### src/hdl/tcgw_pkg.sv
package tcgw_pkg;

  // Glyph geometry
  localparam int GLYPH_ROWS = 8;
  localparam int ROW_W      = (GLYPH_ROWS > 1) ? $clog2(GLYPH_ROWS) : 1;

  // Field widths
  localparam int CODE_W = 8;
  localparam int CELL_W = 7;
  localparam int FONT_W = 14;
  localparam int BMP_W  = 18;
  localparam int CFG_W  = 12;
  localparam int IDX_W  = 3;

  // Job queue between front and back
  localparam int Q_DEPTH = 2;
  localparam int QPTR_W  = (Q_DEPTH > 1) ? $clog2(Q_DEPTH) : 1;
  localparam int QCNT_W  = $clog2(Q_DEPTH + 1);

  // Character codes
  localparam logic [CODE_W-1:0] CH_LF    = 8'd10;
  localparam logic [CODE_W-1:0] CH_CR    = 8'd13;
  localparam logic [CODE_W-1:0] CH_SPACE = 8'd32;

  // Row operation actions
  localparam logic ACT_COPY   = 1'b0;
  localparam logic ACT_INVERT = 1'b1;

  typedef enum logic [1:0] {
    OP_PUT  = 2'd0,
    OP_SET  = 2'd1,
    OP_INV  = 2'd2,
    OP_DRAW = 2'd3
  } opcode_e;

  typedef enum logic [IDX_W-1:0] {
    REG_COLUMNS     = 3'd0,
    REG_ROWS        = 3'd1,
    REG_ROW_BYTES   = 3'd2,
    REG_CHAR_STRIDE = 3'd3,
    REG_FONT_MODULO = 3'd4
  } cfg_reg_e;

  // Reset values of the configuration registers
  localparam logic [7:0]  RST_COLUMNS     = 8'd40;
  localparam logic [7:0]  RST_ROWS        = 8'd32;
  localparam logic [8:0]  RST_ROW_BYTES   = 9'd40;
  localparam logic [11:0] RST_CHAR_STRIDE = 12'd320;
  localparam logic [10:0] RST_FONT_MODULO = 11'd192;

  typedef struct packed {
    logic [7:0]  columns;
    logic [7:0]  rows;
    logic [8:0]  row_bytes;
    logic [11:0] char_row_stride;
    logic [10:0] font_modulo;
  } cfg_t;

  // One glyph job: base offsets of row zero
  typedef struct packed {
    logic              invert;
    logic [FONT_W-1:0] font_base;
    logic [BMP_W-1:0]  bmp_base;
  } job_t;

endpackage

### src/hdl/tcgw_intf.sv
// Command channel
interface tcgw_cmd_if;
  import tcgw_pkg::*;
  logic              valid;
  logic              ready;
  logic [1:0]        opcode;
  logic [CODE_W-1:0] char_code;
  logic [CELL_W-1:0] cell_x;
  logic [CELL_W-1:0] cell_y;

  modport source (output valid, opcode, char_code, cell_x, cell_y, input ready);
  modport sink   (input valid, opcode, char_code, cell_x, cell_y, output ready);
endinterface

// Row operation channel
interface tcgw_op_if;
  import tcgw_pkg::*;
  logic                     valid;
  logic                     ready;
  logic                     action;
  logic signed [FONT_W-1:0] font_offset;
  logic [BMP_W-1:0]         bitmap_offset;
  logic                     last;

  modport source (output valid, action, font_offset, bitmap_offset, last, input ready);
  modport sink   (input valid, action, font_offset, bitmap_offset, last, output ready);
endinterface

// Configuration write channel
interface tcgw_cfg_if;
  import tcgw_pkg::*;
  logic             valid;
  logic             ready;
  logic [IDX_W-1:0] reg_index;
  logic [CFG_W-1:0] wdata;

  modport source (output valid, reg_index, wdata, input ready);
  modport sink   (input valid, reg_index, wdata, output ready);
endinterface

### src/hdl/tcgw_front.sv
module tcgw_front (
  input  logic           clk_i,
  input  logic           rst_ni,
  input  tcgw_pkg::cfg_t cfg_i,
  tcgw_cmd_if.sink       cmd_i,
  input  logic           q_full_i,
  output logic           push_o,
  output tcgw_pkg::job_t job_o
);
  import tcgw_pkg::*;

  logic [CELL_W-1:0] col_q, col_d;
  logic [CELL_W-1:0] line_q, line_d;
  logic              accept;
  logic              emit;
  logic              glyph_inv;
  logic              printable;
  logic [CELL_W:0]   col_inc, line_inc;
  logic [CELL_W-1:0] cell_col, cell_line;
  logic [CODE_W-1:0] glyph_code;
  logic [18:0]       line_prod;

  assign cmd_i.ready = !q_full_i;
  assign accept      = cmd_i.valid && cmd_i.ready;

  assign printable = (cmd_i.char_code[CODE_W-1] == 1'b0) && (cmd_i.char_code >= CH_SPACE);
  assign col_inc   = {1'b0, col_q} + 8'd1;
  assign line_inc  = {1'b0, line_q} + 8'd1;

  // Classify the command, pick the target cell and the next cursor
  always_comb begin
    emit       = 1'b0;
    col_d      = col_q;
    line_d     = line_q;
    cell_col   = col_q;
    cell_line  = line_q;
    glyph_code = cmd_i.char_code;
    glyph_inv  = ACT_COPY;
    unique case (opcode_e'(cmd_i.opcode))
      OP_PUT: begin
        if (cmd_i.char_code == CH_CR) begin
          // carriage return: no effect
        end else if (cmd_i.char_code == CH_LF) begin
          col_d  = '0;
          line_d = (line_inc >= cfg_i.rows) ? '0 : line_inc[CELL_W-1:0];
        end else if (printable) begin
          emit = 1'b1;
          if (col_inc >= cfg_i.columns) begin
            col_d  = '0;
            line_d = (line_inc >= cfg_i.rows) ? '0 : line_inc[CELL_W-1:0];
          end else begin
            col_d = col_inc[CELL_W-1:0];
          end
        end
      end
      OP_SET: begin
        col_d  = cmd_i.cell_x;
        line_d = cmd_i.cell_y;
      end
      OP_INV: begin
        emit       = 1'b1;
        glyph_code = '0;
        glyph_inv  = ACT_INVERT;
      end
      OP_DRAW: begin
        emit      = 1'b1;
        cell_col  = cmd_i.cell_x;
        cell_line = cmd_i.cell_y;
      end
      default: ;
    endcase
  end

  // Base offsets of row zero
  assign line_prod = 19'(cfg_i.char_row_stride) * 19'(cell_line);
  assign job_o.invert    = glyph_inv;
  assign job_o.bmp_base  = line_prod[BMP_W-1:0] + BMP_W'(cell_col);
  assign job_o.font_base = {{(FONT_W-CODE_W){glyph_code[CODE_W-1]}}, glyph_code}
                           - FONT_W'(CH_SPACE);

  assign push_o = accept && emit;

  // Cursor
  always_ff @(posedge clk_i or negedge rst_ni) begin
    if (!rst_ni) begin
      col_q  <= '0;
      line_q <= '0;
    end else if (accept) begin
      col_q  <= col_d;
      line_q <= line_d;
    end
  end

endmodule

### src/hdl/tcgw_queue.sv
module tcgw_queue (
  input  logic           clk_i,
  input  logic           rst_ni,
  input  logic           push_i,
  input  tcgw_pkg::job_t job_i,
  output logic           full_o,
  input  logic           pop_i,
  output logic           valid_o,
  output tcgw_pkg::job_t job_o
);
  import tcgw_pkg::*;

  job_t              mem_q [Q_DEPTH];
  logic [QPTR_W-1:0] wr_ptr_q, wr_ptr_d;
  logic [QPTR_W-1:0] rd_ptr_q, rd_ptr_d;
  logic [QCNT_W-1:0] cnt_q, cnt_d;
  logic              do_pop;

  assign full_o  = (cnt_q == QCNT_W'(Q_DEPTH));
  assign valid_o = (cnt_q != '0);
  assign job_o   = mem_q[rd_ptr_q];
  assign do_pop  = pop_i && valid_o;

  // Pointer and count update
  always_comb begin
    wr_ptr_d = wr_ptr_q;
    rd_ptr_d = rd_ptr_q;
    cnt_d    = cnt_q;
    if (push_i) begin
      wr_ptr_d = (wr_ptr_q == QPTR_W'(Q_DEPTH - 1)) ? '0 : wr_ptr_q + 1'b1;
    end
    if (do_pop) begin
      rd_ptr_d = (rd_ptr_q == QPTR_W'(Q_DEPTH - 1)) ? '0 : rd_ptr_q + 1'b1;
    end
    if (push_i && !do_pop) begin
      cnt_d = cnt_q + 1'b1;
    end else if (!push_i && do_pop) begin
      cnt_d = cnt_q - 1'b1;
    end
  end

  always_ff @(posedge clk_i or negedge rst_ni) begin
    if (!rst_ni) begin
      wr_ptr_q <= '0;
      rd_ptr_q <= '0;
      cnt_q    <= '0;
    end else begin
      wr_ptr_q <= wr_ptr_d;
      rd_ptr_q <= rd_ptr_d;
      cnt_q    <= cnt_d;
    end
  end

  // Entry storage
  always_ff @(posedge clk_i) begin
    if (push_i) begin
      mem_q[wr_ptr_q] <= job_i;
    end
  end

endmodule

### src/hdl/tcgw_back.sv
module tcgw_back (
  input  logic           clk_i,
  input  logic           rst_ni,
  input  tcgw_pkg::cfg_t cfg_i,
  input  logic           job_valid_i,
  input  tcgw_pkg::job_t job_i,
  output logic           job_pop_o,
  tcgw_op_if.source      op_o
);
  import tcgw_pkg::*;

  // Working glyph
  logic              busy_q, busy_d;
  logic              inv_q;
  logic [FONT_W-1:0] fo_q;
  logic [BMP_W-1:0]  bo_q;
  logic [ROW_W-1:0]  row_q;
  // Output register
  logic              vld_q;
  logic              act_q;
  logic [FONT_W-1:0] font_q;
  logic [BMP_W-1:0]  bmp_q;
  logic              last_q;

  logic advance;
  logic last_row;
  logic step;
  logic load;

  assign advance   = !vld_q || op_o.ready;
  assign last_row  = (row_q == ROW_W'(GLYPH_ROWS - 1));
  assign step      = advance && busy_q;
  assign load      = job_valid_i && (!busy_q || (step && last_row));
  assign job_pop_o = load;

  always_comb begin
    busy_d = busy_q;
    if (load) begin
      busy_d = 1'b1;
    end else if (step && last_row) begin
      busy_d = 1'b0;
    end
  end

  always_ff @(posedge clk_i or negedge rst_ni) begin
    if (!rst_ni) begin
      busy_q <= 1'b0;
      vld_q  <= 1'b0;
    end else begin
      busy_q <= busy_d;
      if (advance) begin
        vld_q <= busy_q;
      end
    end
  end

  // Row sequencer: offsets step by font modulo and row bytes
  always_ff @(posedge clk_i) begin
    if (load) begin
      inv_q <= job_i.invert;
      fo_q  <= job_i.font_base;
      bo_q  <= job_i.bmp_base;
      row_q <= '0;
    end else if (step) begin
      fo_q  <= fo_q + FONT_W'(cfg_i.font_modulo);
      bo_q  <= bo_q + BMP_W'(cfg_i.row_bytes);
      row_q <= row_q + 1'b1;
    end
  end

  // Output payload
  always_ff @(posedge clk_i) begin
    if (step) begin
      act_q  <= inv_q;
      font_q <= (inv_q == ACT_INVERT) ? '0 : fo_q;
      bmp_q  <= bo_q;
      last_q <= last_row;
    end
  end

  assign op_o.valid         = vld_q;
  assign op_o.action        = act_q;
  assign op_o.font_offset   = $signed(font_q);
  assign op_o.bitmap_offset = bmp_q;
  assign op_o.last          = last_q;

endmodule

### src/hdl/text_console_glyph_writer.sv
// Channel | Dir | Payload                                          | Moves
// cmd_i   | in  | opcode, char_code, cell_x, cell_y                | one command request
// op_o    | out | action, font_offset, bitmap_offset, last         | one row operation
// cfg_i   | in  | reg_index, wdata                                 | one register write
//
// A drawn glyph is 8 row operations, one row operation per cycle while op_o is ready,
// set by the row sequencer in the back end; commands that draw nothing push no job.
// First row operation passes the job queue, the working glyph and the output register.
// Reset clears the cursor to the top left, loads register defaults, empties the queue.
// A stalled op_o holds its row; the front keeps accepting until the 2-entry job queue fills.
module text_console_glyph_writer (
  input  logic      clk_i,
  input  logic      rst_ni,
  tcgw_cmd_if.sink  cmd_i,
  tcgw_op_if.source op_o,
  tcgw_cfg_if.sink  cfg_i
);
  import tcgw_pkg::*;

  cfg_t cfg_q;
  logic q_full;
  logic q_push;
  job_t q_in;
  logic q_valid;
  logic q_pop;
  job_t q_out;

  // Configuration registers
  assign cfg_i.ready = 1'b1;

  always_ff @(posedge clk_i or negedge rst_ni) begin
    if (!rst_ni) begin
      cfg_q.columns         <= RST_COLUMNS;
      cfg_q.rows            <= RST_ROWS;
      cfg_q.row_bytes       <= RST_ROW_BYTES;
      cfg_q.char_row_stride <= RST_CHAR_STRIDE;
      cfg_q.font_modulo     <= RST_FONT_MODULO;
    end else if (cfg_i.valid && cfg_i.ready) begin
      unique case (cfg_reg_e'(cfg_i.reg_index))
        REG_COLUMNS:     cfg_q.columns         <= cfg_i.wdata[7:0];
        REG_ROWS:        cfg_q.rows            <= cfg_i.wdata[7:0];
        REG_ROW_BYTES:   cfg_q.row_bytes       <= cfg_i.wdata[8:0];
        REG_CHAR_STRIDE: cfg_q.char_row_stride <= cfg_i.wdata[11:0];
        REG_FONT_MODULO: cfg_q.font_modulo     <= cfg_i.wdata[10:0];
        default: ;
      endcase
    end
  end

  tcgw_front u_front (
    .clk_i    (clk_i),
    .rst_ni   (rst_ni),
    .cfg_i    (cfg_q),
    .cmd_i    (cmd_i),
    .q_full_i (q_full),
    .push_o   (q_push),
    .job_o    (q_in)
  );

  tcgw_queue u_queue (
    .clk_i   (clk_i),
    .rst_ni  (rst_ni),
    .push_i  (q_push),
    .job_i   (q_in),
    .full_o  (q_full),
    .pop_i   (q_pop),
    .valid_o (q_valid),
    .job_o   (q_out)
  );

  tcgw_back u_back (
    .clk_i       (clk_i),
    .rst_ni      (rst_ni),
    .cfg_i       (cfg_q),
    .job_valid_i (q_valid),
    .job_i       (q_out),
    .job_pop_o   (q_pop),
    .op_o        (op_o)
  );

endmodule

### src/flat_wrapper.sv
// flat-port wrapper written by rule: the top's interface ports become plain ports
module text_console_glyph_writer_flat import tcgw_pkg::*;
  (clk_i, rst_ni, cmd_i_valid, cmd_i_opcode, cmd_i_char_code, cmd_i_cell_x, cmd_i_cell_y, cmd_i_ready, op_o_valid, op_o_action, op_o_font_offset, op_o_bitmap_offset, op_o_last, op_o_ready, cfg_i_valid, cfg_i_reg_index, cfg_i_wdata, cfg_i_ready);
  tcgw_cmd_if cmd_i_i ();
  tcgw_op_if op_o_i ();
  tcgw_cfg_if cfg_i_i ();
  input  logic clk_i;
  input  logic rst_ni;
  input wire logic [$bits(cmd_i_i.valid)-1:0] cmd_i_valid;
  input wire logic [$bits(cmd_i_i.opcode)-1:0] cmd_i_opcode;
  input wire logic [$bits(cmd_i_i.char_code)-1:0] cmd_i_char_code;
  input wire logic [$bits(cmd_i_i.cell_x)-1:0] cmd_i_cell_x;
  input wire logic [$bits(cmd_i_i.cell_y)-1:0] cmd_i_cell_y;
  output wire logic [$bits(cmd_i_i.ready)-1:0] cmd_i_ready;
  output wire logic [$bits(op_o_i.valid)-1:0] op_o_valid;
  output wire logic [$bits(op_o_i.action)-1:0] op_o_action;
  output wire logic [$bits(op_o_i.font_offset)-1:0] op_o_font_offset;
  output wire logic [$bits(op_o_i.bitmap_offset)-1:0] op_o_bitmap_offset;
  output wire logic [$bits(op_o_i.last)-1:0] op_o_last;
  input wire logic [$bits(op_o_i.ready)-1:0] op_o_ready;
  input wire logic [$bits(cfg_i_i.valid)-1:0] cfg_i_valid;
  input wire logic [$bits(cfg_i_i.reg_index)-1:0] cfg_i_reg_index;
  input wire logic [$bits(cfg_i_i.wdata)-1:0] cfg_i_wdata;
  output wire logic [$bits(cfg_i_i.ready)-1:0] cfg_i_ready;
  assign cmd_i_i.valid = cmd_i_valid;
  assign cmd_i_i.opcode = cmd_i_opcode;
  assign cmd_i_i.char_code = cmd_i_char_code;
  assign cmd_i_i.cell_x = cmd_i_cell_x;
  assign cmd_i_i.cell_y = cmd_i_cell_y;
  assign cmd_i_ready = cmd_i_i.ready;
  assign op_o_valid = op_o_i.valid;
  assign op_o_action = op_o_i.action;
  assign op_o_font_offset = op_o_i.font_offset;
  assign op_o_bitmap_offset = op_o_i.bitmap_offset;
  assign op_o_last = op_o_i.last;
  assign op_o_i.ready = op_o_ready;
  assign cfg_i_i.valid = cfg_i_valid;
  assign cfg_i_i.reg_index = cfg_i_reg_index;
  assign cfg_i_i.wdata = cfg_i_wdata;
  assign cfg_i_ready = cfg_i_i.ready;
  text_console_glyph_writer u_core (.clk_i(clk_i), .rst_ni(rst_ni), .cmd_i(cmd_i_i), .op_o(op_o_i), .cfg_i(cfg_i_i));
endmodule
### config.mk
export PLATFORM = sky130hd
export DESIGN_NAME = text_console_glyph_writer_flat
export DESIGN_NICKNAME = d
export VERILOG_FILES = /design/src/hdl/tcgw_pkg.sv /design/src/hdl/tcgw_intf.sv /design/src/hdl/tcgw_front.sv /design/src/hdl/tcgw_queue.sv /design/src/hdl/tcgw_back.sv /design/src/hdl/text_console_glyph_writer.sv /design/src/flat_wrapper.sv
export SDC_FILE = /design/constraint.sdc
export NUM_CORES = 1
export LEC_CHECK = 0
export BUFFER_PORTS_ARGS = -buffer_cell sky130_fd_sc_hd__buf_2
export CORE_ASPECT_RATIO = 1.2
export CORE_MARGIN = 2
export CORE_UTILIZATION = 45
export CTS_CLUSTER_DIAMETER = 40
export DETAILED_ROUTE_END_ITERATION = 10
export GPL_TIMING_DRIVEN = 1
export PLACE_DENSITY = 0.72
export SLEW_MARGIN = 20
export SYNTH_ARGS = -nofsm -noshare
export SYNTH_HDL_FRONTEND = slang
export SYNTH_SLANG_ARGS = --single-unit
### constraint.sdc
create_clock -name clk_i -period 5.2 [get_ports clk_i]
set_input_delay 0.78 -clock clk_i [delete_from_list [all_inputs] [get_ports clk_i]]
set_output_delay 0.78 -clock clk_i [all_outputs]
set_load 0.005 [all_outputs]
---- Word level (Yosys, flattened, before mapping) ----
Memories as Yosys holds them, arrays and structs flattened.
Cells that the tools add are included.
W data, S select, Z words.
operators by class
  equality and inequality tests ........... 14
  multiply operators ...................... 1
  add/subtract/negate cells ............... 11
  reduce and logical (&&, ||, !) cells .... 31
  order comparisons ....................... 3
  bitwise gates (word level) .............. 1
  muxes and demuxes ....................... 31
operator list
  cell                   count
  $mux W7                11
  $mux W18               2
  $mux W14               2
  $pmux W7 S2            2
  $add A18 B7 Y18        1
  $add A18 B9 Y18        1
  $mul A12 B7 Y18        1
  $add A7 B1 Y8 const B  2
  $eq A8 B4 Y1 const B   2
  $ge A8 B8 Y1           2
  $add A14 B11 Y14       1
  $mux W1                10
  $reduce_and A2 Y1      5
  $reduce_bool A2 Y1     5
  $logic_and A1 B1 Y1    9
  $sub A8 B7 Y9 const B  1
  $ge A8 B6 Y1 const B   1
  $mux W8                1
  $eq A2 B2 Y1 const B   3
  $eq A3 B2 Y1 const B   2
  $eq A3 B3 Y1 const B   2
  $ne A3 B3 Y1 const B   2
  $logic_not A1 Y1       5
  $reduce_and A5 Y1      1
  other kinds (15)       18
storage, ports and cells
  word-level logic and storage cells ...... 113
  memory bits (writable) .................. 66
  memories kept ........................... 1
  bits in registers ....................... 138
memory list
  memory                depth  width  rd ports  clocked after Yosys merged registers in  write ports  line              text
  u_core.u_queue.mem_q  2      33     1         0                                        1            tcgw_queue.sv:13  job_t mem_q [Q_DEPTH];

---- Longest topological paths before layout ----
  depth in word-level cells ............... 11
  mapped depth ............................ 21

---- Modules after synthesis ----
A second synthesis with hierarchy kept.
second synthesis, totals
  cells, all modules ...................... 1096
  area total of the unflattened synthesis .. 13048.8 um2
modules (own cells, without submodules)
  module                     times used  area an instance (um2)  cells an instance
  tcgw_front                 1           4755.8                  561
  tcgw_back                  1           3711.1                  309
  tcgw_queue                 1           2723.9                  119
  text_console_glyph_writer  1           1858.0                  107

---- Worst setup path after synthesis ----
OpenSTA, ideal clock, no wires.
  path type ............................... input-to-reg
  start ................................... input port cmd_i_opcode[0]
  end ..................................... memory u_core.u_queue.mem_q[0][14] (netlist bit), data pin
  arrival time ............................ 5.670 ns
  setup time .............................. 0.277 ns
  stages .................................. 20
  path slack .............................. -0.746 ns
  cells stage by stage .................... buf_2 -> nand2_1 -> buf_2 -> mux2i_1 -> clkbuf_1 -> nor2b_1 -> fa_1 -> inv_1 -> fa_1 -> inv_1 -> fa_1 -> inv_1 -> fa_1 -> inv_1 -> ha_1 -> a2111o_1 -> o21ai_1 -> nor3_1 -> a2111oi_0 -> xnor2_1
RTL lines
  element          line                text
  start, declared  flat_wrapper.sv:10  input wire logic [$bits(cmd_i_i.opcode)-1:0] cmd_i_opcode;
  end, declared    tcgw_queue.sv:13

==> impl_metrics.yaml <==
synth:
  seq_area_frac_synth_pct: 44.8
  synth_area_per_cell_um2: 11.2
  synth_top_cell_by_area: "edfxtp_1"
  synth-edff-count: 123
  async_flop_share_pct: 35.1
  syn_nets: 1272
  syn_area_um2: 12200
  synth_cells: 1087
  synth_top_area_share_pct: 30.3
  yosys.cell_types.count: 67
  ys.flop_type: "edfxtp_1"
  synth_area_leaders: "edfxtp_1 30%, dfrtp_1 12%, fa_1 9.3%, ha_1 8.6%, nor2b_1 4.8%"
  ys_seq_elements: 194
  yosys_warnings: 0
placed_design:
  hpwl_mm: 19.5
  gp_congestion: 0.879
  port_buffers: 79
  placed_area_um2: 13500
floorplanning:
  rows: 66
  fp.dieArea_um2: 28500
  pin_count: 81
  fp.dieW_um: 154
  core_area_um2: 26900
  start_util_pct: 45.3
  die_y_um: 184
clocking:
  cts_max_path_buffers: 2
  clock-sinks: 194
  cts_buffers: 17
  cts-root-buf: "clkbuf_16"
  cts_tree: "yes"
  cts.reportedPaths.clkPinSlew_ps: 90
  clk_latency_ps: 440
  cts_htree_levels: 4
  post_cts_buffers: 0
route:
  viasPerCell: 5.42
  drtPass1Iterations: 5
  via_count: 8438
  wl_mm: 26.0
  dr_wl_met3_um: 876
  dr.max_layer_used: "met4"
  met2_length_mm: 13.3
  ant_nets: 0
  drc: 0
  avgRoutedWirePerCell_um: 16.7
  drt_iter0_drc: 439
  met1_length_mm: 11.1
setup_path:
  path_cells: "buf_2 > nand2_8 > mux2i_1 > buf_4 > nor2b_1 > fa_1 > fa_1 > fa_1 > inv_1 > fa_1 > inv_1 > ha_2 > a2111o_1 > o21ai_2 > nor3_1 > a2111oi_1 > xnor2_1"
  r2r_slack_ps: 300
  r2r-start: "u_core.u_front.line_q[1]"
  slowest_stage: "fa_1"
  r2r-end: "u_core.u_queue.mem_q[0][14]"
  crit_buf_inv: 4
  critical_path_class: "in -> reg"
  crit_path_max_incr_delay_ps: 530
  crit_path_frequent_cell: "fa_1"
  worstSetupEndpointType: "register"
  critPathMaxFanout: 5
  cp.required_ps: 5370
  reg2regPathDepth: 15
  startpoint_type: "input port"
  critPathArrivalTime_ps: 5250
  crit_family: "adder cells"
timing:
  setup_viol_count_final: 0
  tightest_slew_ps: 894
  slew_violations: 0
  rsz0062_at_grt: "false"
  period_needed_ps: 5090
  relSlewSlack_pct: 40.4
  hold_viol: 0
  min_period_over_period_pct: 97.8
  max_freq_mhz: 197
  fin_worst_skew_ps: 16.4
global_routing:
  antenna_found_initial: 1
  grt_pass1_vias: 8449
  gr-usage-all-layers_pct: 18.7
  grt_pass1_wl_mm: 42.0
  gr-total-overflow: 0
  grt_max_degree: 67
job:
  drv_cap: 0
layout:
  fin_nets: 1389
  syn_to_final_growth_pct: 15.5
  drive_above_1_share_pct: 19.6
  finish.instance_area_um2: 14100
  n_antenna_cell: 0
  fillers: 2362
worst_hold_path:
  hold_class: "in -> async"
status:
  status: "complete, no violations"
[worst max-delay path by stage]
stage / start / end / slack [ps] / cells after the start
floorplan: cmd_i_opcode[0] / u_core.u_queue.mem_q[0][14] / -50 / 20
global placement: cmd_i_opcode[0] / u_core.u_queue.mem_q[0][14] / -220 / 17
detailed placement: cmd_i_opcode[1] / u_core.u_queue.mem_q[0][14] / -320 / 17
CTS: cmd_i_opcode[0] / u_core.u_queue.mem_q[0][14] / 110 / 18
global route: cmd_i_opcode[0] / u_core.u_queue.mem_q[0][14] / 9 / 17
finish: cmd_i_opcode[0] / u_core.u_queue.mem_q[0][14] / 110 / 17
[routing by layer]
metal	global-route usage, %	vias to the layer above
met5	0	-
met4	7.15	0
met3	2.54	49
met2	33.3	205
met1	23.1	4141
li1	-	4043
[cell usage after synthesis (all sizes together), types with 3 or more instances]
cell and count:
and3 5, nor3 14, edfxtp 123, a211oi 16
inv 115, o21ai 55, mux2i 30, xor2 11
o22ai 9, clkbuf 22, a32oi 4, nor2b 93
nor2 39, nand4 7, a21oi 43, a31oi 8
and2 17, or3 7, o211ai 4, xnor2 34
nand2 61, o21a 4, mux2 40, dfstp 9
fa 57, nand2b 18, a21o 13, dfxtp 3
ha 84, a2111oi 5, buf 10, dfrtp 59
a22oi 8, a2111o 5, nand3 19
[kinds of logic after synthesis]
group / Yosys count / share of synthesized area, %
other cells: 1 / 0.0307
fa+ha+maj: 141 / 18.0
simple gates: 296 / 13.0
flops: 194 / 44.8
mux: 70 / 6.21
xor+xnor: 45 / 3.23
buf+inv: 147 / 4.68
compound gates: 193 / 10.1
[area by class of cell]
cell class,count,area (um^2),share of cell area (%)
multi-input combinational,746,6360,45.1
sequential,194,5470,38.8
timing repair buffer,130,791,5.61
inverter,115,432,3.06
clock buffer,17,425,3.02
tap,340,425,3.02
clock inverter,15,200,1.42
[state kept, by name (all words and copies together), names as in the netlist, 7 cells and up]
| name | count |
|---|---|
| u_core.u_queue.mem_q | 56 |
| u_core.cfg_q | 48 |
| u_core.u_back.bo_q | 18 |
| u_core.u_back.op_o.bitmap_offset | 18 |
| u_core.u_back.fo_q | 14 |
| u_core.u_back.op_o.font_offset | 14 |
| u_core.u_front.col_q | 7 |
| u_core.u_front.line_q | 7 |
[worst reg2reg max path, delay by kind of cell, from the launching register on]
family | cells | cell delay (ps)
buf+inv | 3 | 300
xor+xnor | 1 | 140
compound gates | 3 | 1030
simple gates | 2 | 130
fa+ha+maj | 5 | 2220
mux | 1 | 370
flops | 1 | 430
[placed cells by master (no fill, tap or decap), drive strengths merged, types with 18 or more instances in the layout]
master / n
buf: 130
edfxtp: 123
inv: 123
nor2b: 93
ha: 84
nand2: 61
dfrtp: 59
fa: 57
o21ai: 55
a21oi: 43
mux2: 40
nor2: 39
xnor2: 34
mux2i: 30
nand3: 19
nand2b: 18
[per-stage QoR]
stage | hold WS, ps | setup TNS [ps] | setup slack [ps] | std cells | util [%]
6_report | 108 | 0 | 114 | 1557 | 52.4
5_1_grt | 86.9 | 0 | 9.05 | 1557 | 52.4
4_1_cts | 89.9 | 0 | 110 | 1557 | 52.4
3_3_place_gp | 446 | -1450 | -221 | 1525 | 50.0
2_1_floorplan | 433 | -101 | -50.6 | 1087 | -
3_5_place_dp | 459 | -2510 | -318 | 1525 | 50.0
[repair_timing]
action | in CTS | in global routing
gates resized for setup | 0 | 1
endpoints found under the setup margin | 0 | 6
hold endpoints to repair | 0 | 0
hold buffers | 0 | 0
Power is not shown: default switching activity piles up to over one toggle a cycle in this logic, so the estimate is an artifact.
